`src/rtl/core/clme_pkg.sv`:
```
`default_nettype none

package clme_pkg;

   // Field widths of the request, response and register.
   localparam int FUNC_W       = 2;
   localparam int ITEM_W       = 10;
   localparam int BALL_COUNT_W = 11;
   localparam int CSR_DATA_W   = 32;
   localparam int CSR_ADDR_W   = 3;
   localparam int CSR_IDX_W    = CSR_ADDR_W - 2;

   // Ring size after reset and lowest ring size.
   localparam int RESET_COUNT = 1024;
   localparam int MIN_COUNT   = 2;

   // Register index.
   localparam logic [CSR_IDX_W-1:0] REG_BALL_COUNT = '0;

   typedef enum logic [FUNC_W-1:0] {
      FUNC_RESTART = 2'd0,
      FUNC_AFTER   = 2'd1,
      FUNC_BEFORE  = 2'd2,
      FUNC_QUERY   = 2'd3
   } func_type;

   typedef enum logic [3:0] {
      ST_IDLE,
      ST_REBUILD,
      ST_UNLINK,
      ST_READ_B,
      ST_LINK_NEAR,
      ST_LINK_FAR,
      ST_QUERY_OUT
   } state_type;

   // Table read address source.
   typedef enum logic [1:0] {
      RD_REQ,
      RD_ITEM,
      RD_TARGET
   } rd_sel_type;

   // Table write operation.
   typedef enum logic [2:0] {
      WR_NONE,
      WR_REBUILD,
      WR_UNLINK,
      WR_LINK_NEAR,
      WR_LINK_FAR
   } wr_op_type;

   typedef struct packed {
      logic       capture;
      logic       start_rebuild;
      logic       load_rsp;
      rd_sel_type rd_sel;
      wr_op_type  wr_op;
   } cmd_type;

   typedef struct packed {
      logic move_ok;
      logic reb_last;
      logic rsp_busy;
   } status_type;

endpackage

`default_nettype wire

```
`src/rtl/core/clme_ctrl.sv`:
```
`default_nettype none

module clme_ctrl import clme_pkg::*; (
   input  wire logic              clock,
   input  wire logic              reset,
   input  wire logic              req_valid,
   input  wire logic [FUNC_W-1:0] req_func,
   output logic                   req_ready,
   output cmd_type                cmd,
   input  wire status_type        status
);

   state_type state_ff, state_in;

   // Hold the state; reset starts the ring rebuild.
   always_ff @(posedge clock) begin
      if (reset) begin
         state_ff <= ST_REBUILD;
      end else begin
         state_ff <= state_in;
      end
   end

   // Sequence the table accesses of each request.
   always_comb begin
      state_in          = state_ff;
      req_ready         = 1'b0;
      cmd.capture       = 1'b0;
      cmd.start_rebuild = 1'b0;
      cmd.load_rsp      = 1'b0;
      cmd.rd_sel        = RD_TARGET;
      cmd.wr_op         = WR_NONE;
      unique case (state_ff)
         ST_IDLE: begin
            req_ready   = 1'b1;
            cmd.rd_sel  = RD_REQ;
            cmd.capture = req_valid;
            if (req_valid) begin
               unique case (func_type'(req_func))
                  FUNC_RESTART: begin
                     cmd.start_rebuild = 1'b1;
                     state_in          = ST_REBUILD;
                  end
                  FUNC_QUERY: begin
                     state_in = ST_QUERY_OUT;
                  end
                  FUNC_AFTER, FUNC_BEFORE: begin
                     // Drop moves that are out of range or onto the item itself.
                     state_in = status.move_ok ? ST_UNLINK : ST_IDLE;
                  end
                  default: begin
                     state_in = ST_IDLE;
                  end
               endcase
            end
         end
         ST_REBUILD: begin
            cmd.wr_op = WR_REBUILD;
            if (status.reb_last) begin
               state_in = ST_IDLE;
            end
         end
         ST_UNLINK: begin
            cmd.wr_op = WR_UNLINK;
            state_in  = ST_READ_B;
         end
         ST_READ_B: begin
            state_in = ST_LINK_NEAR;
         end
         ST_LINK_NEAR: begin
            cmd.wr_op = WR_LINK_NEAR;
            state_in  = ST_LINK_FAR;
         end
         ST_LINK_FAR: begin
            cmd.wr_op = WR_LINK_FAR;
            state_in  = ST_IDLE;
         end
         ST_QUERY_OUT: begin
            // Keep the read address so the table data stays put while stalled.
            cmd.rd_sel = RD_ITEM;
            if (!status.rsp_busy) begin
               cmd.load_rsp = 1'b1;
               state_in     = ST_IDLE;
            end
         end
         default: begin
            state_in = ST_IDLE;
         end
      endcase
   end

endmodule

`default_nettype wire

```
`config.mk`:
```
export PLATFORM = sky130hd
export DESIGN_NAME = clme_ctrl
export DESIGN_NICKNAME = d
export VERILOG_FILES = /design/src/rtl/core/clme_pkg.sv /design/src/rtl/core/clme_ctrl.sv
export SDC_FILE = /design/constraint.sdc
export NUM_CORES = 1
export LEC_CHECK = 0
export BUFFER_PORTS_ARGS = -buffer_cell sky130_fd_sc_hd__clkbuf_2
export CAP_MARGIN = 25
export CORE_AREA = 2 2 39 41
export CTS_CLUSTER_SIZE = 24
export DETAILED_ROUTE_END_ITERATION = 8
export DIE_AREA = 0 0 41 43
export PLACE_DENSITY_LB_ADDON = 0.05
export SYNTH_ARGS = -nofsm -noshare
export SYNTH_HDL_FRONTEND = slang
export SYNTH_SLANG_ARGS = --single-unit
```
`constraint.sdc`:
```
create_clock -name clock -period 1.4 [get_ports clock]
set_input_delay 0.28 -clock clock [delete_from_list [all_inputs] [get_ports clock]]
set_output_delay 0.28 -clock clock [all_outputs]
set_load 0.01 [all_outputs]
```
[Word level (Yosys, flattened, before mapping)]
Cells that the tools add are included.
Word-level totals
  register bits after elaboration: 4
  output and inout port bits: 9
  word-level logic and storage cells: 31
Operators by class
  eq/ne operators: 12
  muxes and demuxes: 14
  reductions and logical operators: 4
Operators by type and width (number)
  $pmux W4 S6: 1
  $eq A4 B3 Y1 const B: 3
  $mux W4: 3
  $pmux W3 S4: 1
  $pmux W4 S3: 1
  $eq A4 B2 Y1 const B: 2
  $ne A2 B2 Y1 const B: 3
  $mux W1: 5
  $eq A2 B2 Y1 const B: 2
  $eq A4 B1 Y1 const B: 1
  $logic_not A4 Y1: 1
  $mux W2: 2
  $pmux W2 S2: 1
  $reduce_and A3 Y1: 1
  $eq A2 B1 Y1 const B: 1
  $logic_not A2 Y1: 1
  $reduce_or A2 Y1: 1

[Logic depth before layout (Yosys ltp)]
  word-level depth: 5
  gate-level depth with buffers: 6

[Least setup slack after synthesis]
Ideal clock, no wire load.
  path type: register to output
  start: reg state_ff[2]
  end: out cmd[6] in the netlist's numbering
  arrival time: 1.167 ns
  required time: 1.120 ns
  setup slack: -0.047 ns
  cell stages (with the launch flop): 4
  path buffers: 1
  path through: dfxtp_1 > buf_6 > nor3_1 > and3_1
RTL lines
  start: declaration: line clme_ctrl.sv:13  | state_type state_ff, state_in;
  start signal: assignment: line clme_ctrl.sv:20  | state_ff <= state_in;
  end: declaration: line clme_ctrl.sv:9  | output cmd_type cmd,

==> results.ini <==
[die]
dieArea_sq_um = 1760
row_count = 14
die_w_um = 41
die_y_um = 43
io_pins = 17
start_util = 0.226
core_sq_um = 1380

[power]
ir_drop_mv = 0.211
power.leakage_uw = 0.000256
p_per_area_nw_per_um2 = 694
power_uw = 358

[cts]
clk_pin_slew_worst_paths_ps = 40
h-tree-depth = 1
clk_path_buf_depth = 2
clk_latency_ps = 230
cts_hold_buf = 0
cts.sinks = 3
cts_buffers = 3
clock-root-buffer = clkbuf_4
cts_tree = built

[sta]
setup_viol = 3
finalMaxSlewViolations = 0
fmax_ghz = 0.699
finalCritPeriodShare = 1.02
clock_skew_ps = 4.06
worstMarginPinSlew_ps = 276
period_needed_ps = 1430
finalWorstSetupSlack_ps = -29.8
slew_headroom = 0.814
final-hold-violation-count = 0
rsz0062_at_grt = yes
holdWs_ps = 238

[run_status]
violations = setup timing
outcome = complete, but fails checks

[synth]
synth_cell_types = 23
syn-instance-count = 38
synth_top_area_cell = dfxtp_1
synth_top_area_share = 0.192
avgSynthCellArea_sq_um = 8.23
ys_warn_count = 0
synth_area_sq_um = 313
ys_top_cells_by_area = dfxtp_1 19%, ha_1 16%, buf_6 7.2%
synth-seq-cells = 3
synth-seq-area-share = 0.192
synth_nets = 50

[finish]
antenna_cells = 0
mostFrequentLayoutCell = clkbuf_2
reg_top3 = state_ff: 3 flops
final_cell_mix = 12 x clkbuf_2, 5 x buf_4, 4 x nor2_1, 4 x ha_1
fin_nets = 75
drive_gt1_frac = 0.597
largest_reg_flops = 3
area_delta_synth_final_pct = 64.8
num-fill-cells = 149
regMostFlops = state_ff

[route]
wl_met1_um = 316
viasPerCell = 4.38
wl_met2_um = 477
met3_length_um = 47
ant_nets = 0
first_pass_iters = 4
first_iter_violations = 4
wl_um = 863
topRoutingLayerUsed = met4
vias = 342
avgRoutedWirePerCell_um = 11.1
post-route-drc-count = 0

[worst_setup_path]
crit_path_end_kind = primary output
startpoint_type = flop
cp.required_ps = 1120
arrival_ps = 1150
critPathKind = reg2out
path_max_fanout = 6
r2r_cells = 4

[global_routing]
grt_pass1_wl_um = 1290
first_global_vias = 330
grt_max_degree = 8
overflow = 0
grt_antenna_before_repair = 0
grt_usage = 0.117

[placement]
place_congestion = 0.710
hpwl_um = 666
io_buffers = 16

[hold_path]
hp-class = in2reg
whs_path_depth = 2

[job]
drv_cap = 0

==> stage by stage <==
step / instances / cell area (sq um) / worst slack (ps) / setup TNS [ps] / utilization
final: 78 / 515 / -29.8 / -49.5 / 0.373
after global routing: 78 / 515 / -85.8 / -329 / 0.373
after CTS: 77 / 484 / -29.1 / -68.4 / 0.350
after detailed placement: 70 / 413 / 6.46 / 0 / 0.298
after global placement: 70 / 413 / 57.5 / 0 / 0.298
after floorplan: 38 / 318 / 32.1 / 0 / -
==> kinds of logic (layout without fill, tap and decap cells) <==
family / count (synthesis) / count (layout) / share of synthesized area
simple gates: 15 / 15 / 0.280
compound gates: 7 / 7 / 0.152
mux: 1 / 1 / 0.0360
buf+inv: 6 / 30 / 0.124
fa+ha+maj: 4 / 4 / 0.160
xor+xnor: 2 / 2 / 0.0560
flops: 3 / 3 / 0.192
==> worst paths after layout <==
kind | start | endpoint | slack, ps
setup / recovery | state_ff[2]$_SDFFE_PP0P_ | cmd[6] | -30
hold / removal | reset | state_ff[1]$_SDFFE_PP0P_ | 240
setup reg to reg | state_ff[0]$_SDFFE_PP1P_ | state_ff[1]$_SDFFE_PP0P_ | 30
hold reg to reg | state_ff[2]$_SDFFE_PP0P_ | state_ff[0]$_SDFFE_PP1P_ | 650
==> worst max-delay path: stages (launching register included) <==
cell	delay (ps)
dfxtp_4	360
nor3_4	260
and3_1	180
buf_2	120
==> synthesized netlist by cell type <==
library cell,number
nand2_1,1
nand2b_1,1
xnor2_1,2
a221oi_1,1
or3_1,1
nor4b_1,1
ha_1,4
nor3_1,1
and3_1,1
inv_1,3
dfxtp_1,3
o21bai_1,1
clkbuf_2,1
o21ai_0,2
and2_1,1
a21oi_1,1
buf_6,2
mux2_2,1
and3b_2,2
a211oi_1,1
nor2_1,5
nor2b_1,1
a21oi_2,1
==> where the power goes <==
part           switching, uW  internal (uW)
sequential              9.30           88.5
combinational           48.0           59.6
clock                   45.2            107
==> routing by layer <==
| metal | track usage | vias up |
|---|---|---|
| li1 | - | 176 |
| met2 | 0.200 | 11 |
| met4 | 0.120 | 0 |
| met3 | 0.0157 | 2 |
| met1 | 0.103 | 153 |
| met5 | 0 | - |
==> layout make-up <==
cell class	count	area (sq um)	share of cell area
clock buffer	4	26.3	0.0510
inverter	3	11.3	0.0218
multi-input combinational	29	243	0.471
sequential	3	68.8	0.133
tap	16	20.0	0.0388
timing repair buffer	23	146	0.284
==> timing repair <==
action                     4_1_cts  5_1_grt
setup endpoints to repair        6        7
resized for setup                8        8
gates cloned                     0        0
pin swaps                        2        4
setup buffers                    3        1
Power figures use the tool's default switching activity.
